`config.mk`:
```
export PLATFORM = sky130hd
export DESIGN_NAME = volume_nonzero_bounding_box
export DESIGN_NICKNAME = d
export VERILOG_FILES = /design/src/hw/rtl/vnbb_pkg.sv /design/src/hw/rtl/vnbb_accum.sv /design/src/hw/rtl/vnbb_widen.sv /design/src/hw/rtl/volume_nonzero_bounding_box.sv
export VERILOG_INCLUDE_DIRS = /design/src /design/src/hw/rtl
export SDC_FILE = /design/constraint.sdc
export NUM_CORES = 1
export LEC_CHECK = 0
export ABC_AREA = 1
export BUFFER_PORTS_ARGS = -buffer_cell sky130_fd_sc_hd__buf_4
export CAP_MARGIN = 20
export CORE_MARGIN = 2
export CORE_UTILIZATION = 55
export CTS_CLUSTER_SIZE = 28
export DETAILED_ROUTE_END_ITERATION = 12
export GPL_TIMING_DRIVEN = 0
export PLACE_DENSITY = 0.75
export SETUP_SLACK_MARGIN = 0.3
export SYNTH_ARGS = -nofsm -noshare
export SYNTH_HDL_FRONTEND = slang
export SYNTH_SLANG_ARGS = --single-unit
```
`constraint.sdc`:
```
create_clock -name clock -period 6.7 [get_ports clock]
set_clock_uncertainty 0.2 [all_clocks]
set_input_delay 1.675 -clock clock [delete_from_list [all_inputs] [get_ports clock]]
set_output_delay 1.675 -clock clock [all_outputs]
set_load 0.03 [all_outputs]
```
`src/hw/rtl/assert_macros.svh`:
```
// Assertion macros shared by the RTL modules of the bounding-box block.
`ifndef ASSERT_MACROS_SVH
`define ASSERT_MACROS_SVH

// Same-cycle implication, disabled while reset is high.
`define ASSERT_NOW(label, clk, rst, ante, cons) \
   label: assert property (@(posedge clk) disable iff (rst) (ante) |-> (cons)) \
      else $error("assertion failed in same-cycle check");

// Next-cycle implication, disabled while reset is high.
`define ASSERT_NEXT(label, clk, rst, ante, cons) \
   label: assert property (@(posedge clk) disable iff (rst) (ante) |=> (cons)) \
      else $error("assertion failed in next-cycle check");

`endif

```
`src/hw/rtl/vnbb_pkg.sv`:
```
// Types, constants and helper functions of the volume bounding-box block.
package vnbb_pkg;

   localparam int MAX_DIM  = 4096;
   localparam int COORD_W  = $clog2(MAX_DIM);
   localparam int SIZE_W   = 13;
   localparam int MARGIN_W = 12;
   localparam int EXT_W    = 13;
   localparam int VOXEL_W  = 16;
   localparam int ADDR_W   = 2;

   localparam int RSP_FIELDS_W = 3 * COORD_W + 3 * EXT_W;
   localparam int RSP_DATA_W   = ((RSP_FIELDS_W + 7) / 8) * 8;

   localparam logic [ADDR_W-1:0] REG_SIZE_X = 2'd0;
   localparam logic [ADDR_W-1:0] REG_SIZE_Y = 2'd1;
   localparam logic [ADDR_W-1:0] REG_SIZE_Z = 2'd2;
   localparam logic [ADDR_W-1:0] REG_MARGIN = 2'd3;

   localparam logic [SIZE_W-1:0]   SIZE_X_RESET = 13'd4096;
   localparam logic [SIZE_W-1:0]   SIZE_Y_RESET = 13'd4096;
   localparam logic [SIZE_W-1:0]   SIZE_Z_RESET = 13'd1;
   localparam logic [MARGIN_W-1:0] MARGIN_RESET = 12'd50;

   typedef struct packed {
      logic [COORD_W-1:0] x;
      logic [COORD_W-1:0] y;
      logic [COORD_W-1:0] z;
   } tops_type;

   typedef struct packed {
      logic               seen;
      logic [COORD_W-1:0] low_x;
      logic [COORD_W-1:0] low_y;
      logic [COORD_W-1:0] low_z;
      logic [COORD_W-1:0] high_x;
      logic [COORD_W-1:0] high_y;
      logic [COORD_W-1:0] high_z;
   } box_type;

   // Highest valid coordinate for a size register; zero counts as one.
   function automatic logic [COORD_W-1:0] size_top(input logic [SIZE_W-1:0] s);
      logic [SIZE_W-1:0] r;
      if (s == '0) begin
         r = '0;
      end else if (s > SIZE_W'(MAX_DIM)) begin
         r = SIZE_W'(MAX_DIM - 1);
      end else begin
         r = s - SIZE_W'(1);
      end
      return r[COORD_W-1:0];
   endfunction

endpackage

```
`src/hw/rtl/vnbb_accum.sv`:
```
// Input register, raster position counters and running minimum and maximum.
module vnbb_accum
   import vnbb_pkg::*;
(
   input  logic               clock,
   input  logic               reset,
   input  logic               in_valid,
   output logic               in_ready,
   input  logic [VOXEL_W-1:0] in_value,
   input  tops_type           tops,
   input  logic               box_ready,
   output logic               box_valid,
   output box_type            box
);

   logic               a_valid_ff, a_valid_in;
   logic [VOXEL_W-1:0] a_value_ff;
   logic [COORD_W-1:0] pos_x_ff, pos_y_ff, pos_z_ff;
   logic [COORD_W-1:0] pos_x_in, pos_y_in, pos_z_in;
   box_type            acc_ff, acc_in;
   box_type            upd;
   logic               end_x, end_y, end_z, last, fire, nz;

   always_comb begin
      nz           = (a_value_ff != '0);
      upd          = acc_ff;
      if (nz) begin
         upd.seen = 1'b1;
         if (pos_x_ff < acc_ff.low_x)  upd.low_x  = pos_x_ff;
         if (pos_y_ff < acc_ff.low_y)  upd.low_y  = pos_y_ff;
         if (pos_z_ff < acc_ff.low_z)  upd.low_z  = pos_z_ff;
         if (pos_x_ff > acc_ff.high_x) upd.high_x = pos_x_ff;
         if (pos_y_ff > acc_ff.high_y) upd.high_y = pos_y_ff;
         if (pos_z_ff > acc_ff.high_z) upd.high_z = pos_z_ff;
      end
      end_x = (pos_x_ff >= tops.x);
      end_y = (pos_y_ff >= tops.y);
      end_z = (pos_z_ff >= tops.z);
      last  = end_x && end_y && end_z;
      fire  = a_valid_ff && (!last || box_ready);

      box_valid = a_valid_ff && last;
      box       = upd;
      in_ready  = !a_valid_ff || fire;
      a_valid_in = in_valid ? 1'b1 : (a_valid_ff && !fire);

      pos_x_in = pos_x_ff;
      pos_y_in = pos_y_ff;
      pos_z_in = pos_z_ff;
      acc_in   = acc_ff;
      if (fire) begin
         if (last) begin
            pos_x_in = '0;
            pos_y_in = '0;
            pos_z_in = '0;
            acc_in   = '{seen: 1'b0, low_x: '1, low_y: '1, low_z: '1,
                         high_x: '0, high_y: '0, high_z: '0};
         end else begin
            acc_in = upd;
            if (!end_x) begin
               pos_x_in = pos_x_ff + COORD_W'(1);
            end else begin
               pos_x_in = '0;
               if (!end_y) begin
                  pos_y_in = pos_y_ff + COORD_W'(1);
               end else begin
                  pos_y_in = '0;
                  pos_z_in = pos_z_ff + COORD_W'(1);
               end
            end
         end
      end
   end

   always_ff @(posedge clock) begin
      if (reset) begin
         a_valid_ff <= 1'b0;
         pos_x_ff   <= '0;
         pos_y_ff   <= '0;
         pos_z_ff   <= '0;
         acc_ff     <= '{seen: 1'b0, low_x: '1, low_y: '1, low_z: '1,
                         high_x: '0, high_y: '0, high_z: '0};
      end else begin
         a_valid_ff <= a_valid_in;
         pos_x_ff   <= pos_x_in;
         pos_y_ff   <= pos_y_in;
         pos_z_ff   <= pos_z_in;
         acc_ff     <= acc_in;
      end
   end

   always_ff @(posedge clock) begin
      if (in_valid && in_ready) begin
         a_value_ff <= in_value;
      end
   end

   `include "assert_macros.svh"

   `ASSERT_NOW(a_box_ordered, clock, reset, acc_ff.seen,
      acc_ff.low_x <= acc_ff.high_x && acc_ff.low_y <= acc_ff.high_y &&
      acc_ff.low_z <= acc_ff.high_z)
   `ASSERT_NEXT(a_rearm_after_last, clock, reset, fire && last,
      pos_x_ff == '0 && pos_y_ff == '0 && pos_z_ff == '0 && !acc_ff.seen)
   `ASSERT_NOW(a_no_box_when_idle, clock, reset, !a_valid_ff, !box_valid)

endmodule

```
`src/hw/rtl/vnbb_widen.sv`:
```
// Final box register, margin widening with clamping, and the result register.
module vnbb_widen
   import vnbb_pkg::*;
(
   input  logic                  clock,
   input  logic                  reset,
   input  logic                  box_valid,
   output logic                  box_ready,
   input  box_type               box,
   input  tops_type              tops,
   input  logic [MARGIN_W-1:0]   margin,
   output logic                  rsp_tvalid,
   input  logic                  rsp_tready,
   output logic [RSP_DATA_W-1:0] rsp_tdata,
   output logic                  rsp_tuser
);

   typedef struct packed {
      logic [COORD_W-1:0] corner;
      logic [EXT_W-1:0]   extent;
   } axis_type;

   function automatic axis_type widen_axis(input logic [COORD_W-1:0]  lo,
                                           input logic [COORD_W-1:0]  hi,
                                           input logic [COORD_W-1:0]  top,
                                           input logic [MARGIN_W-1:0] mg);
      logic [COORD_W:0] a;
      logic [COORD_W:0] b;
      axis_type         r;
      a = (lo > mg) ? ({1'b0, lo} - {1'b0, mg}) : '0;
      b = {1'b0, hi} + {1'b0, mg};
      if (a > {1'b0, top}) a = {1'b0, top};
      if (b > {1'b0, top}) b = {1'b0, top};
      r.corner = a[COORD_W-1:0];
      r.extent = EXT_W'(b - a) + EXT_W'(1);
      return r;
   endfunction

   logic               b_valid_ff, b_valid_in;
   box_type            b_box_ff;
   logic               c_valid_ff, c_valid_in;
   logic               c_load;
   axis_type           wx, wy, wz;
   logic [RSP_DATA_W-1:0] data_in;
   logic [RSP_DATA_W-1:0] c_data_ff;
   logic               c_empty_ff;

   always_comb begin
      wx = widen_axis(b_box_ff.low_x, b_box_ff.high_x, tops.x, margin);
      wy = widen_axis(b_box_ff.low_y, b_box_ff.high_y, tops.y, margin);
      wz = widen_axis(b_box_ff.low_z, b_box_ff.high_z, tops.z, margin);
      data_in = '0;
      if (b_box_ff.seen) begin
         data_in[RSP_FIELDS_W-1:0] = {wz.extent, wy.extent, wx.extent,
                                      wz.corner, wy.corner, wx.corner};
      end
      c_load     = b_valid_ff && (!c_valid_ff || rsp_tready);
      box_ready  = !b_valid_ff || c_load;
      b_valid_in = box_valid ? 1'b1 : (b_valid_ff && !c_load);
      c_valid_in = c_load ? 1'b1 : (c_valid_ff && !rsp_tready);
   end

   always_ff @(posedge clock) begin
      if (reset) begin
         b_valid_ff <= 1'b0;
         c_valid_ff <= 1'b0;
      end else begin
         b_valid_ff <= b_valid_in;
         c_valid_ff <= c_valid_in;
      end
   end

   always_ff @(posedge clock) begin
      if (box_valid && box_ready) begin
         b_box_ff <= box;
      end
      if (c_load) begin
         c_data_ff  <= data_in;
         c_empty_ff <= !b_box_ff.seen;
      end
   end

   assign rsp_tvalid = c_valid_ff;
   assign rsp_tdata  = c_data_ff;
   assign rsp_tuser  = c_empty_ff;

   `include "assert_macros.svh"

   `ASSERT_NOW(a_empty_zero, clock, reset, c_valid_ff && c_empty_ff, c_data_ff == '0)
   `ASSERT_NOW(a_extent_nonzero, clock, reset, c_valid_ff && !c_empty_ff,
      c_data_ff[3*COORD_W +: EXT_W] != '0 && c_data_ff[3*COORD_W+EXT_W +: EXT_W] != '0 &&
      c_data_ff[3*COORD_W+2*EXT_W +: EXT_W] != '0)
   `ASSERT_NEXT(a_box_moves_on, clock, reset, c_load && !box_valid, !b_valid_ff)

endmodule

```
`src/hw/rtl/volume_nonzero_bounding_box.sv`:
```
// Top level of the bounding box of nonzero voxels in a 3D volume.
// Voxels arrive on the req_ stream in raster order (x fastest, then y, then z),
// one 16-bit gray level per beat; any nonzero value counts as object.
// A volume ends with the beat at which all three position counters reach the
// last coordinate of their axis. That beat produces exactly one rsp_ beat: the
// lower corner and the extents of the box of nonzero voxels, widened by the
// margin, clamped to the volume. rsp_tuser is high for an all-zero volume, and
// rsp_tdata is then zero. No other beat produces a result.
// The csr_ port writes size_x, size_y, size_z and margin; the user must write
// them only while the block idles, as the block itself does not enforce it. A
// voxel beat is taken every cycle, also while the receiver stalls, unless the
// last beat of a volume waits in the input register because a box and a
// result are both still held. The result passes through the input, box and
// result registers to rsp_tvalid.
// Synchronous reset restores the register defaults, empties the pipeline and
// rearms the counters and the box.
module volume_nonzero_bounding_box
   import vnbb_pkg::*;
(
   input  logic                  clock,
   input  logic                  reset,
   input  logic                  req_tvalid,
   output logic                  req_tready,
   input  logic [VOXEL_W-1:0]    req_tdata,   // voxel_value
   output logic                  rsp_tvalid,
   input  logic                  rsp_tready,
   // corner_x, corner_y, corner_z, extent_x, extent_y, extent_z, zero pad
   output logic [RSP_DATA_W-1:0] rsp_tdata,
   output logic                  rsp_tuser,   // empty_res
   input  logic                  csr_we,
   input  logic [ADDR_W-1:0]     csr_addr,
   input  logic [SIZE_W-1:0]     csr_wdata
);

   logic [SIZE_W-1:0]   size_x_ff, size_y_ff, size_z_ff;
   logic [MARGIN_W-1:0] margin_ff;
   tops_type            tops;
   logic                box_valid, box_ready;
   box_type             box;

   always_ff @(posedge clock) begin
      if (reset) begin
         size_x_ff <= SIZE_X_RESET;
         size_y_ff <= SIZE_Y_RESET;
         size_z_ff <= SIZE_Z_RESET;
         margin_ff <= MARGIN_RESET;
      end else if (csr_we) begin
         case (csr_addr)
            REG_SIZE_X: begin
               size_x_ff <= csr_wdata;
            end
            REG_SIZE_Y: begin
               size_y_ff <= csr_wdata;
            end
            REG_SIZE_Z: begin
               size_z_ff <= csr_wdata;
            end
            REG_MARGIN: begin
               margin_ff <= csr_wdata[MARGIN_W-1:0];
            end
            default: begin
            end
         endcase
      end
   end

   always_comb begin
      tops.x = size_top(size_x_ff);
      tops.y = size_top(size_y_ff);
      tops.z = size_top(size_z_ff);
   end

   vnbb_accum u_accum (
      .clock     (clock),
      .reset     (reset),
      .in_valid  (req_tvalid),
      .in_ready  (req_tready),
      .in_value  (req_tdata),
      .tops      (tops),
      .box_ready (box_ready),
      .box_valid (box_valid),
      .box       (box)
   );

   vnbb_widen u_widen (
      .clock      (clock),
      .reset      (reset),
      .box_valid  (box_valid),
      .box_ready  (box_ready),
      .box        (box),
      .tops       (tops),
      .margin     (margin_ff),
      .rsp_tvalid (rsp_tvalid),
      .rsp_tready (rsp_tready),
      .rsp_tdata  (rsp_tdata),
      .rsp_tuser  (rsp_tuser)
   );

endmodule
```
==> summary.txt, run 1 <==
Critical path
  – CP Launch Type: flop
  – CP Capture Type: flop
  – FF-to-FF setup slack: approximately 0.62 ns
  – Max incr delay on CP: 0.47 ns
  – Crit-path max FO: 10
  – CP required: about 6.8 ns
  – Arrival @ worst endpoint: just over 6 ns
  – Worst Setup Path Type: flop to flop
  – Worst path slowest cell: dfxtp_1
  – Most frequent CP cell: nand2_1

Clock tree
  – Clock Sinks: 328
  – Clock slew at reported path FFs: 0.06 ns
  – Setup Fix Bufs, Post-CTS: 0
  – CTS Buf Count: 38
  – Root Driver: clkbuf_16
  – CTS tree: built
  – Latest clock arrival within the worst-skew pair: 0.57 ns
  – Clock buffer depth: 3
  – H-tree levels: 2

Floorplanning
  – DIE HEIGHT: 220.9 um
  – Top Ports: 119
  – Core Box Area: about 46,000 um2
  – Initial Util: 55.71%
  – Std cell rows: slightly below 80
  – Die area: roughly 49,000 um2
  – Die Width: approximately 220 um

Pwr
  – Tot Pwr: about 6.9 mW
  – VDD IR max: around 0.25 mV
  – Ratio of total power to cell area: ~240 nW/um2
  – Leakage power: around 14 nW

STA
  – Hold WS: 0.2637 ns
  – Slew Limit Fails: 0
  – Worst setup margin: roughly 0.62 ns
  – Fin crit share: between 90% and 100%
  – Slew of the pin with the lowest slew margin: 0.9349 ns
  – Worst slew margin: a little under two fifths
  – Final setup viols: 0
  – Max Freq: 164.5 MHz
  – RSZ-0062 raised after global routing: no
  – Hold violation count in the final report: 0
  – Setup Total Neg Slack: 0 ns
  – Tmin final: 6.080 ns

Routing
  – Residual DRC count: 0
  – Vias per cell: approximately 5.6
  – Initial DRC Count: about 2,100
  – DR vias: 24,280
  – ANT nets after route: 0
  – Post-Route WL: around 74 mm
  – Drt wl/cell: about 17 um
  – Router iterations before antenna repair: 6

Place
  – # port buffers: between 100 and 150
  – Placed cells: roughly 4,300
  – Post-Place Worst Slack: 0.3216 ns
  – GPL Wtd Cong: about 0.99
  – Hpwl dp: ~58 mm
  – Post-place instance area: 27,610 um2

Yosys
  – Count of different cell masters after synthesis: between 50 and 60
  – Largest area contributor in the netlist: edfxtp_1
  – Mapped Cells: about 3,600
  – Post-synth top cells: 994 x nand2_1, 426 x inv_1, 340 x nand3_1
  – Top cells by area in the synthesized netlist: edfxtp_1 19%, ha_1 16%, nand2_1 14%
  – Ys flop type: edfxtp_1
  – Avg Inst Size Synth: slightly above 7 um2
  – Flops & latches, synth: roughly 330
  – Yosys warnings: 0
  – Cell with the most instances after synthesis: nand2_1
  – Mapped Area: 25,880 um2
  – Synth async-reset ratio: 0%
  – Top cell type's share of synthesized area: approximately a fifth
  – Number of synthesized flops with an enable pin: approximately 170
  – Register area share after synthesis: 31.75%

Final layout
  – Share of layout cells above drive strength 1: under 10%
  – Fin nets: 4,097
  – Final Core Density: between 60% and 70%
  – Area delta synth->final: 11.72%
  – Cell area after layout: roughly 29,000 um2
  – Finished Layout Cells: around 4,400
  – Antenna diodes: 0
  – Fill count: 4,260

Min path
  – Hold Crit Class: flop to flop

Run
  – Maxcap violations: 0

Global route
  – Antenna violations before repair: 0
  – GR Util All Layers: 29.46%
  – Vias in the first global route: between 20,000 and 25,000
  – GRT overflow: 0
  – Largest net degree at the start of global routing: 36
  – First-pass GRT wire length: 115.7 mm

Run status
  – Outcome: finished clean
[layout make-up]
cell class,instances,area (um2),share of cell area (%)
Clock inverter,17,236.5,0.8178
Clock buffer,52,1035,3.578
Inverter,439,1648,5.699
Sequential cell,328,8234,28.48
Tap cell,607,759.5,2.626
Buffer,112,581.8,2.012
Multi-Input combinational cell,2692,15490,53.58
Timing Repair Buffer,117,928.4,3.211
[path summary, 6_finish.rpt]
kind / start / to / cells past startpoint
max: margin_ff[0]$_SDFFE_PP0P_ / u_widen.rsp_tdata[74]$_SDFFCE_PN0P_ / 33
min: u_accum.acc_ff[23]$_SDFFE_PP0P_ / u_accum.acc_ff[23]$_SDFFE_PP0P_ / 2
max reg2reg: margin_ff[0]$_SDFFE_PP0P_ / u_widen.rsp_tdata[74]$_SDFFCE_PN0P_ / 33
min reg2reg: u_accum.acc_ff[23]$_SDFFE_PP0P_ / u_accum.acc_ff[23]$_SDFFE_PP0P_ / 2
[routing by layer]
layer  vias up  track usage [%]  share of wire, %
li1      12210                -                 -
met1     11030            41.67                45
met2       922            46.71                44
met3       125            3.386               7.5
met4         0            10.18               3.3
met5         -                0                 0
[what timing repair did]
action                     CTS  global route
hold buffers                 0             0
setup endpoints to repair    2             7
gates resized for setup      1            24
[worst max-delay path: cells and delay by family, from the launching register on]
kind | cells | cell delay (ns)
fa+ha+maj | 5 | 1.71
compound gates | 4 | 0.66
flops | 1 | 0.47
xor+xnor | 1 | 0.16
simple gates | 21 | 2.18
buf+inv | 2 | 0.43
[logic make-up (layout without fill, tap and decap cells)]
family          Yosys count  in the layout  share of synthesized area, %
flops                   328            328                         31.75
other cells               1              5                       0.01449
buf+inv                 551            737                         8.605
compound gates          556            556                         11.86
xor+xnor                 80             80                         2.707
simple gates           1718           1718                         28.71
fa+ha+maj               333            333                         16.36
[power by group]
group,internal (mW),total (mW),switching (mW)
clock,1.31,2.17,0.857
combinational,0.854,2.47,1.62
sequential,2.20,2.25,0.0543
[cell usage in the layout (no fill, tap or decap), types with 10 or more instances in the layout]
| cell type | netlist | final |
|---|---|---|
| inv_2 | 10 | 10 |
| nand3_1 | 340 | 340 |
| xor2_1 | 55 | 55 |
| dfxtp_1 | 163 | 152 |
| nor2_1 | 205 | 205 |
| o2111ai_1 | 14 | 14 |
| o211ai_1 | 10 | 10 |
| a21o_1 | 13 | 13 |
| buf_2 | 33 | 33 |
| dfxtp_2 | 0 | 10 |
| buf_4 | 17 | 130 |
| xnor2_1 | 25 | 25 |
| nand4_1 | 35 | 35 |
| inv_1 | 426 | 426 |
| nand3_2 | 11 | 11 |
| nand2_1 | 994 | 994 |
| nor3_1 | 34 | 34 |
| or2_2 | 14 | 14 |
| o21ai_0 | 142 | 138 |
| a21oi_1 | 315 | 312 |
| clkbuf_1 | 49 | 59 |
| edfxtp_1 | 165 | 165 |
| clkbuf_16 | 0 | 39 |
| o21a_1 | 22 | 22 |
| nor2_2 | 18 | 17 |
| nand2_2 | 23 | 23 |
| ha_1 | 324 | 324 |
[sequential cells by signal, indices dropped and copies added, names as in the netlist]
signal,count
u_accum.a_valid_ff,1
u_widen.b_box_ff,73
u_accum.pos_x_ff,12
u_accum.pos_z_ff,12
size_x_ff,13
u_accum.acc_ff,73
margin_ff,12
u_widen.rsp_tuser,1
u_accum.a_value_ff,16
u_widen.rsp_tvalid,1
u_widen.rsp_tdata,75
u_widen.b_valid_ff,1
size_z_ff,13
u_accum.pos_y_ff,12
size_y_ff,13
Power figures use the tool's default switching activity.
==> run 2, diff against run 1 <==
- CORE_MARGIN: 2 -> unset
- RECOVER_POWER: unset -> 25
==> summary.txt, run 2 (same netlist as run 1, synthesis figures left out) <==
Global route
  – Vias in the first global route: 22,000 (+0.59%)
  – GR Util All Layers: 30.27% (+0.80 points)
  – First-pass GRT wire length: 114.4 mm (-1.2%)
  – GRT overflow: 0 (unchanged)
  – Antenna violations before repair: 1 (+1)
  – Largest net degree at the start of global routing: 34 (-5.6%)

Floorplanning
  – Die Width: 218.9 um (-0.91%)
  – Core Box Area: 46,460 um2 (unchanged)
  – DIE HEIGHT: 218.9 um (-0.91%)
  – Top Ports: 119 (unchanged)
  – Initial Util: 55.71% (unchanged)
  – Std cell rows: 79 (unchanged)
  – Die area: 47,930 um2 (-1.8%)

Run
  – Maxcap violations: 3 (+3)

Pwr
  – VDD IR max: 0.2218 mV (-11%)
  – Tot Pwr: 6.797 mW (-1.4%)
  – P_sw: 2.554 mW (+1.0%)
  – Sw frac: 37.58% (+0.90 points)
  – Leakage power: 14.19 nW (-0.39%)
  – Clock network fraction of total power: 30.7% (-0.8 points)
  – Ratio of total power to cell area: 235.7 nW/um2 (-1.2%)
  – Combinational share of power: 36.1% (+0.3 points)
  – Sequential share of power: 33.2% (+0.5 points)
  – Cell-internal power: 4.243 mW (-2.8%)

Final layout
  – Commonest non-fill, non-tap cell in the layout: nand2_1
  – Share of layout cells above drive strength 1: 9.388% (+0.072 points)
  – Fill count: 4,280 (+0.47%)
  – Most frequent cells in the layout: 996 x nand2_1, 426 x inv_1, 340 x nand3_1, 319 x ha_1, 311 x a21oi_1
  – Finished Layout Cells: 4,367 (+0.069%)
  – Footprint of the multi-input gates: 15,500 um2 (about the same)
  – Antenna diodes: 0 (unchanged)
  – Area delta synth->final: 11.44%
  – Reg area: 8234 um2 (unchanged)
  – Final Core Density: 62.08% (-0.16 points)
  – Cell area after layout: 28,840 um2 (-0.26%)
  – Largest register FFs: 75 (unchanged)
  – Fin nets: 4,098 (+0.024%)

Critical path
  – Reg2reg path depth: 39 (+18%)
  – CP Capture Type: flop
  – CP required: 6.80 ns (-0.02 ns)
  – Arrival @ worst endpoint: 6.02 ns (-0.18 ns)
  – Crit-path max FO: 10 (unchanged)
  – Max incr delay on CP: 0.45 ns (-0.02 ns)
  – CP Launch Type: flop
  – Worst Setup Path Type: flop to flop
  – Worst path slowest cell: dfxtp_2
  – Most frequent CP cell: nand2_1

Place
  – Post-Place Worst Slack: 0.2628 ns (-0.05883 ns)
  – Hpwl dp: 57.34 mm (-1.4%)
  – # port buffers: 113 (unchanged)
  – GPL Wtd Cong: 0.9927 (+0.63%)
  – Placed cells: 4,295 (unchanged)
  – Post-place instance area: 27,610 um2 (unchanged)

Routing
  – ANT nets after route: 0 (unchanged)
  – DR vias: 24,110 (-0.70%)
  – Residual DRC count: 0 (unchanged)
  – WL met2: 31.81 mm (-3.3%)
  – Top sig layer: met4
  – Met3 wire length: 5.597 mm (+1.3%)
  – Drt wl/cell: 16.59 um (-2.4%)
  – M1 WL: 32.44 mm (-2.7%)
  – Vias per cell: 5.522 (-0.76%)
  – Post-Route WL: 72.46 mm (-2.3%)
  – Initial DRC Count: 2,397 (+14%)
  – Router iterations before antenna repair: 8 (+2)

STA
  – Final setup viols: 0 (unchanged)
  – Hold WS: 0.2627 ns (-0.001069 ns)
  – Hold violation count in the final report: 0 (unchanged)
  – Slew Limit Fails: 81 (+81)
  – RSZ-0062 raised after global routing: no
  – Worst slew margin: -37.11% (-75 points)
  – Fin crit share: 88.27% (-2.5 points)
  – Max Freq: 169.1 MHz (+2.8%)
  – Slew of the pin with the lowest slew margin: 2.057 ns (+1.122 ns)
  – Worst setup margin: 0.7861 ns (+0.1658 ns)
  – Setup Total Neg Slack: 0 ns (unchanged)
  – Tmin final: 5.914 ns (-0.1658 ns)

Clock tree
  – Root Driver: clkbuf_16
  – H-tree levels: 2 (unchanged)
  – Clock Sinks: 328 (unchanged)
  – CTS Buf Count: 39 (+2.6%)
  – Clock buffer depth: 3 (unchanged)
  – Setup Fix Bufs, Post-CTS: 0 (unchanged)
  – # hold bufs at CTS: 0 (unchanged)
  – CTS tree: built
  – Latest clock arrival within the worst-skew pair: 0.58 ns (about the same)
  – Clock slew at reported path FFs: 0.06 ns (about the same)

Run status
  – Failing checks: capacitance limit, slew limit
  – Outcome: complete, but fails checks

Min path
  – Cells on Worst Hold Path: 2 (unchanged)
  – Hold Crit Class: flop to flop
==> run 2: cell count changes in the layout (fill, tap and decap cells not counted), sizes merged <==
cell / previous run / this run
bufinv: 6 / 1
clkbuf: 102 / 129
clkinvlp: 2 / 5
buf: 179 / 152
clkinv: 11 / 16
==> run 2: timing repair <==
| item | in CTS | in global routing |
|---|---|---|
| gates resized for setup | 1 | 31 |
| endpoints found under the setup margin | 2 | 13 |
| gates cloned | 0 | 0 |
==> run 2: per-layer routing <==
layer | global-route usage, % | vias to the layer above
met5 | 0 | -
met4 | 11.32 | 0
met3 | 4.782 | 130
met2 | 47.93 | 847
met1 | 41.43 | 10920
li1 | - | 12210
==> run 2: final cells by class <==
| cell class | instances | share of cell area (%) |
|---|---|---|
| Clock buffer | 52 | 3.804 |
| Timing Repair Buffer | 117 | 3.080 |
| Inverter | 439 | 5.713 |
| Buffer | 112 | 1.969 |
| Clock inverter | 20 | 0.5206 |
| Sequential cell | 328 | 28.55 |
| Tap cell | 607 | 2.633 |
| Multi-Input combinational cell | 2692 | 53.73 |
==> run 2: power groups by stage <==
stage	Sequential (mW)	Combinational (mW)	Clock (mW)
after floorplan	2.27	1.80	0
after global placement	2.29	2.35	0
after detailed placement	2.29	2.38	0
after CTS	2.25	2.42	2.11
after global routing	2.26	2.76	2.20
final	2.25	2.45	2.09
==> run 2: path summary, 6_finish.rpt <==
check,from,slack [ns],to
setup reg to reg,margin_ff[3]$_SDFFE_PP0P_,0.79,u_widen.rsp_tdata[58]$_SDFFCE_PN0P_
hold reg to reg,u_accum.acc_ff[23]$_SDFFE_PP0P_,0.26,u_accum.acc_ff[23]$_SDFFE_PP0P_
setup / recovery,margin_ff[3]$_SDFFE_PP0P_,0.79,u_widen.rsp_tdata[58]$_SDFFCE_PN0P_
hold / removal,u_accum.acc_ff[23]$_SDFFE_PP0P_,0.26,u_accum.acc_ff[23]$_SDFFE_PP0P_
==> run 2: critical path, delay by kind of cell, from the launching register on <==
family / cells / cell delay, ns
compound gates: 5 / 0.67
fa+ha+maj: 5 / 1.65
buf+inv: 8 / 0.85
flops: 1 / 0.45
simple gates: 21 / 1.79
